<file path="src/hw/rtl/lfd_pkg.sv">
// ----------------------------------------------------------------------------
// lfd_pkg
// Shared constants and types of the length framed packet deframer.
// ----------------------------------------------------------------------------
`timescale 1ns / 1ps
`default_nettype none

package lfd_pkg;

  localparam int MAX_FRAME_DEF  = 64;
  localparam int FRAME_OVERHEAD = 4;

  localparam int BYTE_W    = 8;
  localparam int SIZE_W    = 6;
  localparam int CFG_IDX_W = 8;

  localparam logic [CFG_IDX_W-1:0] REG_START_BYTE = CFG_IDX_W'(0);
  localparam logic [CFG_IDX_W-1:0] REG_END_BYTE   = CFG_IDX_W'(1);

  localparam logic [BYTE_W-1:0] START_BYTE_RST = 8'h01;
  localparam logic [BYTE_W-1:0] END_BYTE_RST   = 8'hFE;

  typedef struct packed {
    logic              en;
    logic [BYTE_W-1:0] addr;
    logic [BYTE_W-1:0] data;
  } lfd_wr_t;

  typedef struct packed {
    logic              en;
    logic [BYTE_W-1:0] addr;
  } lfd_rd_t;

endpackage

`default_nettype wire

</file>
<file path="src/hw/rtl/lfd_channels.sv">
// ----------------------------------------------------------------------------
// lfd_channels
// Valid/ready channels of the deframer: receive bytes, results, configuration.
// ----------------------------------------------------------------------------
`timescale 1ns / 1ps
`default_nettype none

interface lfd_in_if import lfd_pkg::*; ();
  logic              valid;
  logic              ready;
  logic [BYTE_W-1:0] rx_byte;

  modport source (output valid, output rx_byte, input ready);
  modport sink (input valid, input rx_byte, output ready);
endinterface

interface lfd_out_if import lfd_pkg::*; ();
  logic              valid;
  logic              ready;
  logic [BYTE_W-1:0] operation;
  logic [SIZE_W-1:0] payload_size;
  logic [BYTE_W-1:0] data_byte;
  logic              data_valid;
  logic              last;

  modport source (
    output valid, output operation, output payload_size, output data_byte,
    output data_valid, output last, input ready
  );
  modport sink (
    input valid, input operation, input payload_size, input data_byte,
    input data_valid, input last, output ready
  );
endinterface

interface lfd_cfg_if import lfd_pkg::*; ();
  logic                 valid;
  logic                 ready;
  logic [CFG_IDX_W-1:0] index;
  logic [BYTE_W-1:0]    data;

  modport source (output valid, output index, output data, input ready);
  modport sink (input valid, input index, input data, output ready);
endinterface

`default_nettype wire

</file>
<file path="src/hw/rtl/length_framed_packet_deframer_unit.sv">
// ----------------------------------------------------------------------------
// length_framed_packet_deframer_unit
// Decodes start / operation / length / payload / end frames from a byte stream.
// ----------------------------------------------------------------------------
// Receive bytes are taken one per cycle while a frame is being collected;
// payload bytes go into a single-port-write buffer memory. When the closing
// byte matches end_byte the receive side stalls and the payload is read back,
// one result per memory read, which is followed by a load of the output register;
// the next read waits until the previous result is loaded and the output register
// is empty or being taken, so back-pressure on the result side prolongs the stall. An empty
// frame gives one result, with data_valid low and last high. A bad closing
// byte or an out-of-range length drops the frame with no stall. Configuration
// writes are taken in any cycle and are meant for idle periods.
`timescale 1ns / 1ps
`default_nettype none

module length_framed_packet_deframer_unit import lfd_pkg::*; #(
  parameter int MAX_FRAME = MAX_FRAME_DEF
) (
  input  logic  clk,
  input  logic  rst,
  lfd_in_if.sink    rx,
  lfd_out_if.source res,
  lfd_cfg_if.sink   cfg
);

  localparam int DEPTH = MAX_FRAME - FRAME_OVERHEAD;
  localparam logic [BYTE_W-1:0] MAX_LEN = BYTE_W'(MAX_FRAME);
  localparam logic [BYTE_W-1:0] MIN_LEN = BYTE_W'(FRAME_OVERHEAD);

  typedef enum logic [2:0] {IDLE, OPER, LEN, BODY, EMIT} phase_t;

  phase_t            phase;
  logic [BYTE_W-1:0] start_byte;
  logic [BYTE_W-1:0] end_byte;
  logic [BYTE_W-1:0] op_hold;
  logic [BYTE_W-1:0] frame_length;
  logic [BYTE_W-1:0] bytes_seen;
  logic [BYTE_W-1:0] rd_idx;
  logic              rd_pending;
  logic              rd_last;
  logic              rd_dvalid;

  logic [BYTE_W-1:0] size;
  logic [BYTE_W-1:0] rd_idx_inc;
  logic              rx_fire;
  logic              body_end;
  logic              issue;
  logic              issue_last;
  logic [BYTE_W-1:0] rd_data;
  lfd_wr_t           wr;
  lfd_rd_t           rd;

  assign rx.ready   = (phase != EMIT);
  assign cfg.ready  = 1'b1;
  assign rx_fire    = rx.valid && rx.ready;
  assign size       = frame_length - MIN_LEN;
  assign rd_idx_inc = rd_idx + 8'd1;
  assign body_end   = ({1'b0, bytes_seen} + 9'd1) >= {1'b0, frame_length};
  assign issue      = (phase == EMIT) && !rd_pending && (!res.valid || res.ready);
  assign issue_last = (size == '0) || (rd_idx_inc == size);

  // payload written at arrival index, read back in order
  assign wr.en   = rx_fire && (phase == BODY) && !body_end;
  assign wr.addr = bytes_seen - 8'd3;
  assign wr.data = rx.rx_byte;
  assign rd.en   = issue && (size != '0);
  assign rd.addr = rd_idx;

  lfd_store #(.DEPTH(DEPTH)) u_store (
    .clk     (clk),
    .wr      (wr),
    .rd      (rd),
    .rd_data (rd_data)
  );

  always_ff @(posedge clk) begin
    if (rst) begin
      phase        <= IDLE;
      start_byte   <= START_BYTE_RST;
      end_byte     <= END_BYTE_RST;
      op_hold      <= '0;
      frame_length <= '0;
      bytes_seen   <= '0;
      rd_idx       <= '0;
      rd_pending   <= 1'b0;
      rd_last      <= 1'b0;
      rd_dvalid    <= 1'b0;
      res.valid    <= 1'b0;
    end else begin
      if (cfg.valid && cfg.ready) begin
        case (cfg.index)
          REG_START_BYTE: start_byte <= cfg.data;
          REG_END_BYTE:   end_byte   <= cfg.data;
          default: ;
        endcase
      end

      if (res.valid && res.ready) begin
        res.valid <= 1'b0;
      end
      if (rd_pending) begin
        res.valid        <= 1'b1;
        res.operation    <= op_hold;
        res.payload_size <= size[SIZE_W-1:0];
        res.data_byte    <= rd_dvalid ? rd_data : '0;
        res.data_valid   <= rd_dvalid;
        res.last         <= rd_last;
      end

      rd_pending <= issue;
      if (issue) begin
        rd_last   <= issue_last;
        rd_dvalid <= (size != '0);
        rd_idx    <= rd_idx_inc;
        if (issue_last) begin
          phase      <= IDLE;
          bytes_seen <= '0;
        end
      end

      if (rx_fire) begin
        case (phase)
          IDLE: begin
            if (rx.rx_byte == start_byte) begin
              phase      <= OPER;
              bytes_seen <= 8'd1;
            end
          end
          OPER: begin
            op_hold    <= rx.rx_byte;
            bytes_seen <= 8'd2;
            phase      <= LEN;
          end
          LEN: begin
            if (rx.rx_byte < MIN_LEN || rx.rx_byte > MAX_LEN) begin
              phase        <= IDLE;
              frame_length <= '0;
              bytes_seen   <= '0;
            end else begin
              frame_length <= rx.rx_byte;
              bytes_seen   <= 8'd3;
              phase        <= BODY;
            end
          end
          BODY: begin
            if (body_end) begin
              bytes_seen <= '0;
              if (rx.rx_byte == end_byte) begin
                phase  <= EMIT;
                rd_idx <= '0;
              end else begin
                phase <= IDLE;
              end
            end else begin
              bytes_seen <= bytes_seen + 8'd1;
            end
          end
          EMIT: ;
          default: phase <= IDLE;
        endcase
      end
    end
  end

  // read data always lands in an empty output register
  assert property (@(posedge clk) disable iff (rst) rd_pending |-> !res.valid)
    else $error("read data returned while output register busy");

  assert property (@(posedge clk) disable iff (rst) rd_pending |=> res.valid)
    else $error("read data not loaded into output register");

  assert property (@(posedge clk) disable iff (rst)
    (phase == EMIT) |-> (!rx.ready && !wr.en))
    else $error("receive path active during readout");

  assert property (@(posedge clk) disable iff (rst)
    res.valid |-> (res.data_valid || res.last))
    else $error("empty-frame result without last");

endmodule

`default_nettype wire

</file>
<file path="src/hw/rtl/lfd_store.sv">
// ----------------------------------------------------------------------------
// lfd_store
// Payload buffer: one write port, one read port with registered read data.
// ----------------------------------------------------------------------------
`timescale 1ns / 1ps
`default_nettype none

module lfd_store import lfd_pkg::*; #(
  parameter int DEPTH = MAX_FRAME_DEF - FRAME_OVERHEAD
) (
  input  logic              clk,
  input  lfd_wr_t           wr,
  input  lfd_rd_t           rd,
  output logic [BYTE_W-1:0] rd_data
);

  localparam int AW = (DEPTH > 1) ? $clog2(DEPTH) : 1;

  logic [BYTE_W-1:0] mem [DEPTH];

  always_ff @(posedge clk) begin
    if (wr.en) begin
      mem[wr.addr[AW-1:0]] <= wr.data;
    end
    if (rd.en) begin
      rd_data <= mem[rd.addr[AW-1:0]];
    end
  end

endmodule

`default_nettype wire

</file>
<file path="src/flat_wrapper.sv">
// flat-port wrapper written by rule: the top's interface ports become plain ports
module length_framed_packet_deframer_unit_flat import lfd_pkg::*;
#(
  parameter int MAX_FRAME = MAX_FRAME_DEF
)
  (clk, rst, rx_valid, rx_rx_byte, rx_ready, res_valid, res_operation, res_payload_size, res_data_byte, res_data_valid, res_last, res_ready, cfg_valid, cfg_index, cfg_data, cfg_ready);
  lfd_in_if rx_i ();
  lfd_out_if res_i ();
  lfd_cfg_if cfg_i ();
  input  logic clk;
  input  logic rst;
  input wire logic [$bits(rx_i.valid)-1:0] rx_valid;
  input wire logic [$bits(rx_i.rx_byte)-1:0] rx_rx_byte;
  output wire logic [$bits(rx_i.ready)-1:0] rx_ready;
  output wire logic [$bits(res_i.valid)-1:0] res_valid;
  output wire logic [$bits(res_i.operation)-1:0] res_operation;
  output wire logic [$bits(res_i.payload_size)-1:0] res_payload_size;
  output wire logic [$bits(res_i.data_byte)-1:0] res_data_byte;
  output wire logic [$bits(res_i.data_valid)-1:0] res_data_valid;
  output wire logic [$bits(res_i.last)-1:0] res_last;
  input wire logic [$bits(res_i.ready)-1:0] res_ready;
  input wire logic [$bits(cfg_i.valid)-1:0] cfg_valid;
  input wire logic [$bits(cfg_i.index)-1:0] cfg_index;
  input wire logic [$bits(cfg_i.data)-1:0] cfg_data;
  output wire logic [$bits(cfg_i.ready)-1:0] cfg_ready;
  assign rx_i.valid = rx_valid;
  assign rx_i.rx_byte = rx_rx_byte;
  assign rx_ready = rx_i.ready;
  assign res_valid = res_i.valid;
  assign res_operation = res_i.operation;
  assign res_payload_size = res_i.payload_size;
  assign res_data_byte = res_i.data_byte;
  assign res_data_valid = res_i.data_valid;
  assign res_last = res_i.last;
  assign res_i.ready = res_ready;
  assign cfg_i.valid = cfg_valid;
  assign cfg_i.index = cfg_index;
  assign cfg_i.data = cfg_data;
  assign cfg_ready = cfg_i.ready;
  length_framed_packet_deframer_unit #(.MAX_FRAME(MAX_FRAME)) u_core (.clk(clk), .rst(rst), .rx(rx_i), .res(res_i), .cfg(cfg_i));
endmodule
</file>
<file path="config.mk">
export PLATFORM = sky130hd
export DESIGN_NAME = length_framed_packet_deframer_unit_flat
export DESIGN_NICKNAME = d
export VERILOG_FILES = /design/src/hw/rtl/lfd_pkg.sv /design/src/hw/rtl/lfd_channels.sv /design/src/hw/rtl/length_framed_packet_deframer_unit.sv /design/src/hw/rtl/lfd_store.sv /design/src/flat_wrapper.sv
export SDC_FILE = /design/constraint.sdc
export NUM_CORES = 1
export LEC_CHECK = 0
export CORE_ASPECT_RATIO = 1.75
export CORE_UTILIZATION = 60
export CTS_CLUSTER_DIAMETER = 50
export CTS_CLUSTER_SIZE = 25
export DETAILED_ROUTE_END_ITERATION = 6
export DONT_BUFFER_PORTS = 1
export GPL_ROUTABILITY_DRIVEN = 1
export PLACE_DENSITY = 0.72
export SETUP_SLACK_MARGIN = 0.05
export SYNTH_ARGS = -nofsm -noshare
export SYNTH_HDL_FRONTEND = slang
export SYNTH_SLANG_ARGS = --single-unit
export TNS_END_PERCENT = 50
</file>
<file path="constraint.sdc">
create_clock -name clk -period 4.8 [get_ports clk]
set_input_delay 0.24 -clock clk [delete_from_list [all_inputs] [get_ports clk]]
set_output_delay 0.24 -clock clk [all_outputs]
set_load 0.02 [all_outputs]
</file>
==> flow_summary.json <==
{
  "status": "complete, no violations",
  "place_inst": 1702,
  "synthCells": 1211,
  "worstPathRequired_ns": 5.06,
  "setup_violations": 0,
  "relSlewSlack_pct": 13.6,
  "cts_tree": "built",
  "fin_tns_setup_ns": 0,
  "place_hpwl_um": 32100,
  "ys.flop_type": "edfxtp_1",
  "slowest_stage": "nand3_1",
  "die_h_um": 259,
  "final_net_count": 1329,
  "path_max_fanout": 13,
  "clk_pin_slew_ns": 0.09,
  "critPathKind": "flip-flop to flip-flop",
  "grt_first_pass_wirelength_um": 77200,
  "fin_ws_ns": 0.432,
  "switchingPower_mw": 1.77,
  "grt_start_max_net_pins": 64,
  "cts_buffer_depth": 3,
  "place.gp.congestion": 0.900,
  "die_area_mm2": 0.0386,
  "drtPass1Iterations": 5,
  "synthArstFlopShare_pct": 0,
  "utilization_pct": 68.3,
  "gr-total-overflow": 0,
  "io_pins": 56,
  "cpPeakStageDelay_ns": 0.61,
  "synth_fp_nets": 1252,
  "fmax_ghz": 0.229,
  "start_util_pct": 61.3,
  "place_ws_ns": 0.474,
  "coreArea_mm2": 0.0370,
  "yosysWarnings": 0,
  "clock_latency_ns": 0.56,
  "detail-route-antenna-nets": 0,
  "crit_chain": "ha_1 -> nand2_1 -> or3_1 -> and2_1 -> or2_2 -> ha_1 -> a21oi_1 -> o22ai_1 -> a311oi_1 -> o31a_1 -> nand3_1 -> nor2_1 -> buf_4",
  "n_antenna_cell": 0,
  "post_cts_resized": 0,
  "drt_drc_violations_left": 0,
  "fin_skew_ns": 0.0218,
  "fp.dieW_um": 149,
  "rsz0062_at_grt": "no",
  "viasPerCell": 6.51,
  "area.growth.synth_to_final_pct": 11.4,
  "synth_cell_type_count": 56,
  "cpLargestDelayFamily": "simple AND/OR/NAND/NOR gates",
  "worst_pin_slew_ns": 1.29,
  "cp.arrival_ns": 4.63,
  "cts_buffers": 34,
  "final_common_cell": "edfxtp_1",
  "drt_iter0_drc": 1036,
  "cp-end-kind": "flip-flop",
  "synth_edf_count": 512,
  "synth_seq_cells": 567,
  "syn_area_per_cell_um2": 18.7,
  "critPathBufInv": 1,
  "ys_seq_area_share_pct": 72.6,
  "crit_top_cell": "ha_1",
  "internal-power_mw": 7.16,
  "peakVddDrop_v": 0.000342,
  "final_cells": 1788,
  "grt_pass1_vias": 11734,
  "drv_cap": 0,
  "htreeDepth": 2,
  "layout_common_cells": "edfxtp_1 (512), mux4_2 (150), nor2_1 (119)",
  "port_buffers": 0,
  "final.min_clock_period_ns": 4.37,
  "start_kind": "flip-flop",
  "cts_root_buf": "clkbuf_16",
  "wl_per_cell_um": 29.1,
  "powerDensity_mw_per_mm2": 353,
  "power_leakage_nw": 7.87,
  "period_share_pct": 91.0,
  "drv_slew": 0,
  "p_sw_share_pct": 19.8,
  "p_comb_share_pct": 1.8,
  "synth_area_mm2": 0.0227,
  "clock_sinks": 567,
  "antenna_found_initial": 0,
  "rows": 93,
  "hold_class": "input port to flip-flop",
  "clkPwrFrac_pct": 38.1,
  "drive_above_1_share_pct": 23.2,
  "hold_ws_ns": 0.0512,
  "nFillCells": 2350,
  "finalHoldViolCount": 0,
  "power_frac_seq_pct": 60.1,
  "vias": 11642,
  "drt_wl_total_um": 52100,
  "grt_util_all_layers_pct": 28.1
}
metrics by stage:
stage / total power [mW] / instance area [um2]
4_1_cts: 8.98 / 25300
2_1_floorplan: 5.52 / 22700
5_1_grt: 9.14 / 25300
3_5_place_dp: 5.53 / 23600
3_3_place_gp: 5.52 / 23600
6_report: 8.93 / 25300
final cells by class:
cell class | count | area, um2 | area share (%)
tap | 475 | 594 | 2.35
inverter | 24 | 90.1 | 0.356
clock buffer | 42 | 945 | 3.74
multi-input combinational | 559 | 5850 | 23.2
clock inverter | 19 | 315 | 1.25
sequential | 567 | 16500 | 65.2
timing repair buffer | 102 | 1000 | 3.97
logic make-up after synthesis:
logic type | count (synthesis) | synth area share [%]
buffers and inverters | 85 | 1.62
flip-flops | 567 | 72.6
XOR/XNOR | 40 | 1.54
multiplexers | 175 | 16.0
adder cells (fa/ha/maj) | 12 | 0.662
AND/OR/NAND/NOR | 244 | 4.86
other | 1 | 0.0165
AO/OA/AOI/OAI | 87 | 2.71
sequential cells by signal, summed over array words and instances (netlist names), 3 cells and up:
name                     count
u_core.start_byte            8
u_core.rd_idx                8
u_core.u_store.rd_data       8
u_core.bytes_seen            8
u_core.op_hold               8
u_core.res.payload_size      6
u_core.phase                 3
u_core.u_store.mem         480
u_core.res.operation         8
u_core.res.data_byte         8
u_core.end_byte              8
u_core.frame_length          8
layer usage:
layer	vias to the layer above	GRT usage, %	share of wire [%]
met5	-	0	0
met1	6126	34.4	36
met4	0	9.58	3.3
li1	4988	-	-
met2	448	50.8	55
met3	80	3.85	5.9
synth_stat cells (all sizes together) (4+ instances only):
master  count  share of area, %
a211o       9              0.35
a211oi      4              0.13
a21o        7              0.23
a21oi      17              0.37
a31oi       5              0.14
and2       10              0.28
buf        31              0.73
clkbuf     30              0.50
dfxtp      55               4.9
edfxtp    512                68
ha         12              0.66
inv        24              0.40
mux2i      24               1.1
mux4      150                15
nand2      41              0.68
nand2b      6              0.17
nand3      24              0.53
nand4       4              0.11
nor2      119               2.0
nor2b       8              0.22
nor3       10              0.22
nor4        5              0.14
o211a       5              0.22
o211ai      4              0.13
o21ai      12              0.26
o22ai       4              0.11
or2         4              0.11
or4         4              0.13
xnor2      29               1.1
xor2       11              0.42
repair_timing:
item,4_1_cts,5_1_grt
setup buffers,0,0
hold buffers,25,0
endpoints found under the hold margin,521,0
setup endpoints to repair,0,0
worst register-to-register path, delay by kind of cell (launching register included):
kind	cells	cell delay [ns]
compound gates	4	1.03
fa+ha+maj	2	0.54
simple gates	6	1.80
flops	1	0.51
buf+inv	1	0.20
final timing paths:
check | startpoint | endpoint | slack [ns] | depth (start not counted)
setup / recovery | u_core.bytes_seen[0]$_SDFF_PP0_ | u_core.u_store.mem[36][1]$_DFFE_PP_ | 0.43 | 13
hold / removal | rx_rx_byte[3] | u_core.phase[2]$_SDFF_PP0_ | 0.05 | 4
setup reg to reg | u_core.bytes_seen[0]$_SDFF_PP0_ | u_core.u_store.mem[36][1]$_DFFE_PP_ | 0.43 | 13
hold reg to reg | u_core.op_hold[7]$_SDFFE_PP0P_ | u_core.res.operation[7]$_DFFE_PP_ | 0.44 | 0
power groups by stage:
stage / registers, mW / clock network [mW] / logic [mW]
2_1_floorplan: 5.48 / 0 / 0.0427
3_3_place_gp: 5.48 / 0 / 0.0448
3_5_place_dp: 5.48 / 0 / 0.0453
4_1_cts: 5.37 / 3.46 / 0.161
5_1_grt: 5.37 / 3.60 / 0.171
6_report: 5.37 / 3.40 / 0.159
Note: power is estimated with default switching activity, not from simulation.
